<file path="config.mk">
export PLATFORM = sky130hd
export DESIGN_NAME = noise_gate_hold_smoothed
export DESIGN_NICKNAME = d
export VERILOG_FILES = /design/src/sv/ngh_pkg.sv /design/src/sv/noise_gate_hold_smoothed.sv /design/src/sv/ngh_bitmul.sv
export SDC_FILE = /design/constraint.sdc
export NUM_CORES = 1
export LEC_CHECK = 0
export ABC_AREA = 1
export CAP_MARGIN = 20
export CORE_ASPECT_RATIO = 1.4
export CORE_MARGIN = 2
export CORE_UTILIZATION = 50
export CTS_CLUSTER_SIZE = 16
export DETAILED_ROUTE_END_ITERATION = 6
export DONT_BUFFER_PORTS = 1
export GPL_TIMING_DRIVEN = 0
export HOLD_SLACK_MARGIN = 0.08
export PLACE_DENSITY = 0.75
export REMOVE_ABC_BUFFERS = 1
export SYNTH_ARGS = -nofsm -noshare
export SYNTH_HDL_FRONTEND = slang
export SYNTH_SLANG_ARGS = --single-unit
</file>
<file path="constraint.sdc">
create_clock -name clk -period 4.5 [get_ports clk]
set_clock_uncertainty 0.2 [all_clocks]
set_input_delay 0.675 -clock clk [delete_from_list [all_inputs] [get_ports clk]]
set_output_delay 0.675 -clock clk [all_outputs]
set_load 0.005 [all_outputs]
</file>
<file path="src/sv/ngh_pkg.sv">
// shared types, constants and helpers of the noise gate
`timescale 1ns / 1ps

package ngh_pkg;

	localparam int SMP_W = 16;
	localparam int Q_W = 25;
	localparam int ENV_W = 40;
	localparam int HL_W = 17;
	localparam int IDX_W = 3;
	localparam int PROD_W = ENV_W + Q_W;

	localparam int HOLD_LIMIT_DEF = 131071;

	localparam logic [Q_W-1:0] Q24_ONE = Q_W'(1) << (Q_W - 1);

	localparam logic [SMP_W-1:0] THRESHOLD_RST = 16'd3277;
	localparam logic [Q_W-1:0] ATTACK_RST = 25'd75918;
	localparam logic [Q_W-1:0] RELEASE_RST = 25'd3170;
	localparam logic [Q_W-1:0] DETECTOR_RST = 25'd7607;
	localparam logic [HL_W-1:0] HOLD_LEN_RST = 17'd882;
	localparam logic [Q_W-1:0] RANGE_RST = 25'd16777216;
	localparam logic ENABLE_RST = 1'b1;

	typedef enum logic [IDX_W-1:0] {
		REG_THRESHOLD = 3'd0,
		REG_ATTACK    = 3'd1,
		REG_RELEASE   = 3'd2,
		REG_DETECTOR  = 3'd3,
		REG_HOLD_LEN  = 3'd4,
		REG_RANGE     = 3'd5,
		REG_ENABLE    = 3'd6
	} reg_idx_t;

	typedef struct packed {
		logic busy;
		logic done;
	} mul_stat_t;

	// coefficients above one act as one
	function automatic logic [Q_W-1:0] coeff_sat(input logic [Q_W-1:0] c);
		return (c > Q24_ONE) ? Q24_ONE : c;
	endfunction

endpackage

</file>
<file path="src/sv/noise_gate_hold_smoothed.sv">
// noise gate with peak envelope, hold counter and smoothed gain
//
//  port group   dir  transfer when            content
//  in_*         in   in_valid & in_ready      sample_in
//  out_*        out  out_valid & out_ready    sample_out, gate_open
//  cfg_*        in   cfg_we                   register index and value
//
// an enabled sample runs three 25-step bit-serial multiplies (envelope decay, gain step,
// output gain) in one shared unit before the next input transfer; the decay multiply is
// skipped when the input rises above the envelope
// a disabled sample skips the multiplies and goes straight to the finish state
// reset clears the state and loads the register defaults, no clearing pass
// the next sample is taken while a result waits; a finished sample stalls until it is taken
`timescale 1ns / 1ps

module noise_gate_hold_smoothed #(
	parameter int HOLD_LIMIT = ngh_pkg::HOLD_LIMIT_DEF
) (
	input  logic                             clk,
	input  logic                             arst_n,
	input  logic                             in_valid,
	output logic                             in_ready,
	input  logic signed [ngh_pkg::SMP_W-1:0] sample_in,
	output logic                             out_valid,
	input  logic                             out_ready,
	output logic signed [ngh_pkg::SMP_W-1:0] sample_out,
	output logic                             gate_open,
	input  logic                             cfg_we,
	input  logic [ngh_pkg::IDX_W-1:0]        cfg_addr,
	input  logic [ngh_pkg::Q_W-1:0]          cfg_wdata
);
	import ngh_pkg::*;

	localparam int HW = $clog2(HOLD_LIMIT + 1);
	localparam int CW = (HW > HL_W) ? HW : HL_W;
	localparam logic [CW-1:0] HLIM = CW'(HOLD_LIMIT);

	typedef enum logic [7:0] {
		S_IDLE  = 8'b0000_0001,
		S_ENV   = 8'b0000_0010,
		S_HOLD  = 8'b0000_0100,
		S_GAIN  = 8'b0000_1000,
		S_OGO   = 8'b0001_0000,
		S_OMUL  = 8'b0010_0000,
		S_OCALC = 8'b0100_0000,
		S_FIN   = 8'b1000_0000
	} state_t;

	state_t state_q;

	logic [SMP_W-1:0] thr_q;
	logic [Q_W-1:0]   att_q;
	logic [Q_W-1:0]   rel_q;
	logic [Q_W-1:0]   det_q;
	logic [HL_W-1:0]  hlen_q;
	logic [Q_W-1:0]   range_q;
	logic             en_q;

	logic [ENV_W-1:0] env_q;
	logic [HW-1:0]    hold_q;
	logic [Q_W-1:0]   gain_q;

	logic [SMP_W-1:0] mag_q;
	logic             neg_q;
	logic             up_q;
	logic             open_q;
	logic [SMP_W-1:0] res_smp_q;
	logic             res_open_q;
	logic             out_valid_q;
	logic [SMP_W-1:0] sample_out_q;
	logic             gate_open_q;

	logic             in_xfer;
	logic [SMP_W-1:0] raw;
	logic             neg_in;
	logic [SMP_W-1:0] mag_in;
	logic [ENV_W-1:0] mag24_in;
	logic             rise_in;

	logic             above;
	logic [CW-1:0]    hl_ext;
	logic [HW-1:0]    hold_max;
	logic [HW-1:0]    hold_new;
	logic             open_now;
	logic [Q_W-1:0]   target;
	logic             gain_up;

	logic             mul_start;
	logic [ENV_W-1:0] mul_d;
	logic [Q_W-1:0]   mul_c;
	mul_stat_t        mul_stat;
	logic [PROD_W-1:0] mul_prod;

	logic [ENV_W-1:0] env_dec;
	logic [Q_W-1:0]   gain_step;
	logic [ENV_W-1:0] out_prod;
	logic [ENV_W+SMP_W-2:0] scaled;
	logic [SMP_W-1:0] ymag;
	logic [SMP_W-1:0] ymag_sat;
	logic             out_free;
	logic             out_load;

	assign in_ready = (state_q == S_IDLE);
	assign in_xfer  = in_valid && in_ready;
	assign out_free = !out_valid_q || out_ready;
	assign out_load = (state_q == S_FIN) && out_free;

	// input magnitude
	assign raw      = sample_in;
	assign neg_in   = raw[SMP_W-1];
	assign mag_in   = neg_in ? (~raw + 1'b1) : raw;
	assign mag24_in = {mag_in, 24'd0};
	assign rise_in  = mag24_in > env_q;

	// hold and gate decision
	assign above    = env_q >= {thr_q, 24'd0};
	assign hl_ext   = CW'(hlen_q);
	assign hold_max = (hl_ext > HLIM) ? HW'(HLIM) : HW'(hl_ext);
	assign hold_new = above ? hold_max : ((hold_q != '0) ? hold_q - 1'b1 : hold_q);
	assign open_now = above || (hold_new != '0);
	assign target   = open_now ? Q24_ONE : Q24_ONE - coeff_sat(range_q);
	assign gain_up  = target > gain_q;

	// multiplier operand select
	always_comb begin
		mul_start = 1'b0;
		mul_d     = '0;
		mul_c     = '0;
		case (state_q)
			S_IDLE: begin
				mul_start = in_xfer && en_q && !rise_in;
				mul_d     = env_q - mag24_in;
				mul_c     = coeff_sat(det_q);
			end
			S_HOLD: begin
				mul_start = 1'b1;
				mul_d     = ENV_W'(gain_up ? target - gain_q : gain_q - target);
				mul_c     = coeff_sat(gain_up ? att_q : rel_q);
			end
			S_OGO: begin
				mul_start = 1'b1;
				mul_d     = ENV_W'(gain_q);
				mul_c     = Q_W'(mag_q);
			end
			default: begin
				mul_start = 1'b0;
			end
		endcase
	end

	ngh_bitmul u_mul (
		.clk    (clk),
		.arst_n (arst_n),
		.start  (mul_start),
		.d_in   (mul_d),
		.c_in   (mul_c),
		.stat   (mul_stat),
		.prod   (mul_prod)
	);

	assign env_dec   = mul_prod[PROD_W-2:Q_W-1];
	assign gain_step = mul_prod[2*Q_W-2:Q_W-1];
	assign out_prod  = mul_prod[ENV_W-1:0];
	assign scaled    = {out_prod, 15'd0} - {15'd0, out_prod};
	assign ymag      = scaled[ENV_W+SMP_W-2:ENV_W-1];
	assign ymag_sat  = (ymag > 16'd32767) ? 16'd32767 : ymag;

	// configuration registers
	always_ff @(posedge clk or negedge arst_n) begin
		if (!arst_n) begin
			thr_q   <= THRESHOLD_RST;
			att_q   <= ATTACK_RST;
			rel_q   <= RELEASE_RST;
			det_q   <= DETECTOR_RST;
			hlen_q  <= HOLD_LEN_RST;
			range_q <= RANGE_RST;
			en_q    <= ENABLE_RST;
		end else if (cfg_we) begin
			case (cfg_addr)
				REG_THRESHOLD: thr_q   <= cfg_wdata[SMP_W-1:0];
				REG_ATTACK:    att_q   <= cfg_wdata;
				REG_RELEASE:   rel_q   <= cfg_wdata;
				REG_DETECTOR:  det_q   <= cfg_wdata;
				REG_HOLD_LEN:  hlen_q  <= cfg_wdata[HL_W-1:0];
				REG_RANGE:     range_q <= cfg_wdata;
				REG_ENABLE:    en_q    <= cfg_wdata[0];
				default: begin
				end
			endcase
		end
	end

	// sequencer and gate state
	always_ff @(posedge clk or negedge arst_n) begin
		if (!arst_n) begin
			state_q     <= S_IDLE;
			env_q       <= '0;
			hold_q      <= '0;
			gain_q      <= '0;
			out_valid_q <= 1'b0;
		end else begin
			if (out_load) begin
				out_valid_q <= 1'b1;
			end else if (out_ready) begin
				out_valid_q <= 1'b0;
			end
			case (state_q)
				S_IDLE: begin
					if (in_xfer) begin
						if (!en_q) begin
							state_q <= S_FIN;
						end else if (rise_in) begin
							env_q   <= mag24_in;
							state_q <= S_HOLD;
						end else begin
							state_q <= S_ENV;
						end
					end
				end
				S_ENV: begin
					if (mul_stat.done) begin
						env_q   <= env_q - env_dec;
						state_q <= S_HOLD;
					end
				end
				S_HOLD: begin
					hold_q  <= hold_new;
					state_q <= S_GAIN;
				end
				S_GAIN: begin
					if (mul_stat.done) begin
						gain_q  <= up_q ? gain_q + gain_step : gain_q - gain_step;
						state_q <= S_OGO;
					end
				end
				S_OGO: begin
					state_q <= S_OMUL;
				end
				S_OMUL: begin
					if (mul_stat.done) begin
						state_q <= S_OCALC;
					end
				end
				S_OCALC: begin
					state_q <= S_FIN;
				end
				S_FIN: begin
					if (out_free) begin
						state_q <= S_IDLE;
					end
				end
				default: begin
					state_q <= S_IDLE;
				end
			endcase
		end
	end

	// per-sample datapath registers
	always_ff @(posedge clk) begin
		if (in_xfer) begin
			mag_q      <= mag_in;
			neg_q      <= neg_in;
			res_smp_q  <= raw;
			res_open_q <= 1'b1;
		end
		if (state_q == S_HOLD) begin
			up_q   <= gain_up;
			open_q <= open_now;
		end
		if (state_q == S_OCALC) begin
			res_smp_q  <= neg_q ? (~ymag_sat + 1'b1) : ymag_sat;
			res_open_q <= open_q;
		end
		if (out_load) begin
			sample_out_q <= res_smp_q;
			gate_open_q  <= res_open_q;
		end
	end

	assign out_valid  = out_valid_q;
	assign sample_out = sample_out_q;
	assign gate_open  = gate_open_q;

endmodule

</file>
<file path="src/sv/ngh_bitmul.sv">
// bit-serial shift-add multiplier, one multiplier bit per cycle
`timescale 1ns / 1ps

module ngh_bitmul (
	input  logic                          clk,
	input  logic                          arst_n,
	input  logic                          start,
	input  logic [ngh_pkg::ENV_W-1:0]     d_in,
	input  logic [ngh_pkg::Q_W-1:0]       c_in,
	output ngh_pkg::mul_stat_t            stat,
	output logic [ngh_pkg::PROD_W-1:0]    prod
);
	import ngh_pkg::*;

	localparam int CNT_W = $clog2(Q_W + 1);
	localparam logic [CNT_W-1:0] STEPS = CNT_W'(Q_W);

	logic [ENV_W-1:0] acc_q;
	logic [Q_W-1:0]   lo_q;
	logic [Q_W-1:0]   c_q;
	logic [ENV_W-1:0] d_q;
	logic [CNT_W-1:0] cnt_q;
	logic             busy_q;
	logic             done_q;
	logic [ENV_W:0]   sum;

	assign sum = {1'b0, acc_q} + (c_q[0] ? {1'b0, d_q} : {(ENV_W + 1){1'b0}});

	always_ff @(posedge clk or negedge arst_n) begin
		if (!arst_n) begin
			busy_q <= 1'b0;
			done_q <= 1'b0;
			cnt_q  <= '0;
		end else begin
			done_q <= busy_q && !start && (cnt_q == CNT_W'(1));
			if (start) begin
				busy_q <= 1'b1;
				cnt_q  <= STEPS;
			end else if (busy_q) begin
				cnt_q <= cnt_q - 1'b1;
				if (cnt_q == CNT_W'(1)) begin
					busy_q <= 1'b0;
				end
			end
		end
	end

	always_ff @(posedge clk) begin
		if (start) begin
			acc_q <= '0;
			lo_q  <= '0;
			c_q   <= c_in;
			d_q   <= d_in;
		end else if (busy_q) begin
			acc_q <= sum[ENV_W:1];
			lo_q  <= {sum[0], lo_q[Q_W-1:1]};
			c_q   <= {1'b0, c_q[Q_W-1:1]};
		end
	end

	assign stat.busy = busy_q;
	assign stat.done = done_q;
	assign prod = {acc_q, lo_q};

endmodule

</file>
==> metrics.txt <==
FP Rows around 110; Worst Hold Class input port to asynchronous set/reset pin; Clk pwr share 0.141; WHS -0.426 ns; CTS tree built; largest net degree at the start of global routing between 200 and 250; Req. time, crit path 4.65 ns; Total GRT Usage 0.361; largest cells by area after synthesis dfrtp_1 (15%), nand2_1 (15%), edfxtp_1 (11%), ha_1 (8.5%), inv_1 (7.7%); Root Buffer clkbuf_16; PD cells approximately 730 nW/um^2; outcome finished, violations left; Max-slew headroom 0.187; total grt overflow 0; DR vias/cell 5.92; main combinational cell family by area after synthesis simple AND/OR/NAND/NOR gates; Layout area overhead 18.5%; Hold Vio Cnt, Final slightly above 200; total power 27800 uW; Fillers ~5700; Synth Area in Simple Gates 0.277; H-Tree Level Count 2; Syn. warnings 0; count of flip-flops with a built-in enable after synthesis ~120; sw frac 0.516; final worst setup slack -1.33 ns; CTS sink cnt slightly above 400; # port buffers 0; drt first pass iters 6; I/O pin cnt between 60 and 70; share of layout cells above drive strength 1 0.127; Die Wd about 220 microns; drt total wl around 120000 microns; Lkg Pwr ~0.018 uW; Max-cap violations 0; internal power about 13000 uW; area of the multi-input gates 20200 sq um; Core Area 63300 sq um; sequential element share of the synthesized area 0.334; compound-gate portion of the synthesized area 0.168; logic gate share of total power 0.673; Initial DRC Count roughly 3100; Routed wire per std cell around 22 microns; Syn Inst Count between 4000 and 5000; RSZ-0062 raised after global routing yes; Crit-path slowest cell dfstp_2; post-synthesis average cell area roughly 7 sq um; Slew Limit Fails 0; sw power roughly 14000 uW; Remaining DRCs 0; CP arrival between 5 and 6 ns; Initial Util 0.506; Period minus WS final 5.83 ns; # hold bufs at CTS 18; vias in the first global route 32300; Synth Area in XOR/XNOR 0.0342; Peak supply drop about 0.00054 V; CTS Buf Count 45; die area between 60000 and 70000 sq um; violated checks hold timing, setup timing; Final #Nets ~5000; asr flop ratio synth 0.559; Most used DFF post-synth dfrtp_1; Seq. cell area about 11000 sq um; first-pass GRT wire length roughly 180000 microns; post-synthesis mux area share 0.00160; clock-pin slew on the worst setup and hold paths ~0.06 ns; Post-DRT Antenna Nets 0; Top Registers env_q: 40 flops, u_mul.acc_q: 40 flops, u_mul.d_q: 40 flops; crit start category flop; Die Ht between 300 and 400 microns; via count ~33000; top cells by count, synth nand2_1 (1244), inv_1 (659), nor2_1 (455), o21ai_0 (407), a21oi_1 (298); hpwl dp between 80000 and 90000 microns; Slew @ Worst Pin between 1 and 1.5 ns; final setup violation count between 60 and 70; initial antenna violation count 3; Crit Path Class flop to flop; setup TNS -75.36 ns; area share of the largest cell type after synthesis 0.152; top-count cell post-synth nand2_1; Synth cell types 65; RD Place Congestion 1.01; Synth area leader dfrtp_1; Final Util 0.599; final std cells w/o fill approximately 5600; CP max FO 8; clk_lat worst skew 0.64 ns; clock buffer depth 3; CP endpoint kind flop; dpl cells 5392; Yosys reg bits just over 400; Adder-Cell Fraction of Synth Area 0.0889; Worst path max stage delay ~0.54 ns; Sequential Power Share 0.186; Tcrit/Tclk final 1.30; Netlist Area Pre-Place 32000 sq um; fmax between 0.15 and 0.2 GHz
## critical path, delay by kind of cell (launching register included)
kind                       cells  cell delay, ns
AOI/OAI and AO/OA              8            1.46
buffers and inverters         12            1.48
adders and majority gates      2            0.48
DFF                            1            0.54
and+or+nand+nor                9            1.36
## per-stage QoR
step                cell area (sq um)  setup slack [ns]
floorplan                       31500             -2.28
global placement                32500             -6.34
detailed placement              32900             -4.95
CTS                             36400             -1.05
global route                    37900             -1.53
finish                          37900             -1.33
## final timing paths
path	startpoint	to	slack (ns)	cells after the start
worst max-delay path	thr_q[7]	u_mul.d_q[26]	-1.33	31
worst min-delay path	arst_n	hold_q[5]	-0.43	0
worst max register to register	thr_q[7]	u_mul.d_q[26]	-1.33	31
worst min register to register	res_open_q	gate_open	0.20	0
max in group asynchronous	arst_n	env_q[29]	4.00	0
min in group clk	cfg_wdata[20]	range_q[20]	0.10	2
## power groups by stage
stage | Clock [uW] | Combinational, uW | Sequential (uW)
floorplan | 0 | 9040 | 4890
global placement | 0 | 12600 | 5190
detailed placement | 0 | 12700 | 5180
CTS | 3920 | 15400 | 5120
global route | 4050 | 19900 | 5200
finish | 3900 | 18700 | 5170
## cells by family (layout without fill, tap and decap cells)
| group | count (synthesis) | after routing |
|---|---|---|
| simple gates | 2141 | 2158 |
| mux | 5 | 5 |
| buf+inv | 792 | 921 |
| other cells | 0 | 1 |
| fa+ha+maj | 224 | 224 |
| flops | 415 | 415 |
| compound gates | 964 | 964 |
| xor+xnor | 125 | 125 |
## cell type report
cell class / instances / share of cell area
Timing Repair Buffer: 165 / 0.0472
Tap cell: 832 / 0.0274
Multi-Input combinational cell: 3476 / 0.533
Sequential cell: 415 / 0.282
Timing Repair inverter: 4 / 0.00152
Clock inverter: 19 / 0.00650
Antenna cell: 1 / 0.0000660
Inverter: 668 / 0.0687
Clock buffer: 65 / 0.0333
## cell usage in the layout (no fill, tap or decap), types with 51 or more instances in the layout
| cell | instances |
|---|---|
| xor2_1 | 81 |
| edfxtp_1 | 118 |
| nand4_1 | 76 |
| nand2_1 | 1169 |
| nand3_1 | 201 |
| o22ai_1 | 51 |
| a21oi_1 | 283 |
| dfxtp_1 | 60 |
| dfrtp_1 | 191 |
| inv_1 | 644 |
| buf_4 | 92 |
| o21ai_0 | 372 |
| ha_1 | 194 |
| nor2_1 | 401 |
## what timing repair did
| action | CTS | global route |
|---|---|---|
| hold endpoints to repair | 256 | 232 |
| endpoints found under the setup margin | 198 | 233 |
| gates cloned | 16 | 6 |
| pin swaps | 79 | 67 |
| buffers inserted | 61 | 66 |
| gates resized for setup | 260 | 219 |
## routing by layer
layer	GRT usage	wire length, microns
met4	0.278	12300
met2	0.628	59000
met5	0	9
met3	0.0629	10200
met1	0.391	43000
Note: power is estimated with default switching activity, not from simulation.
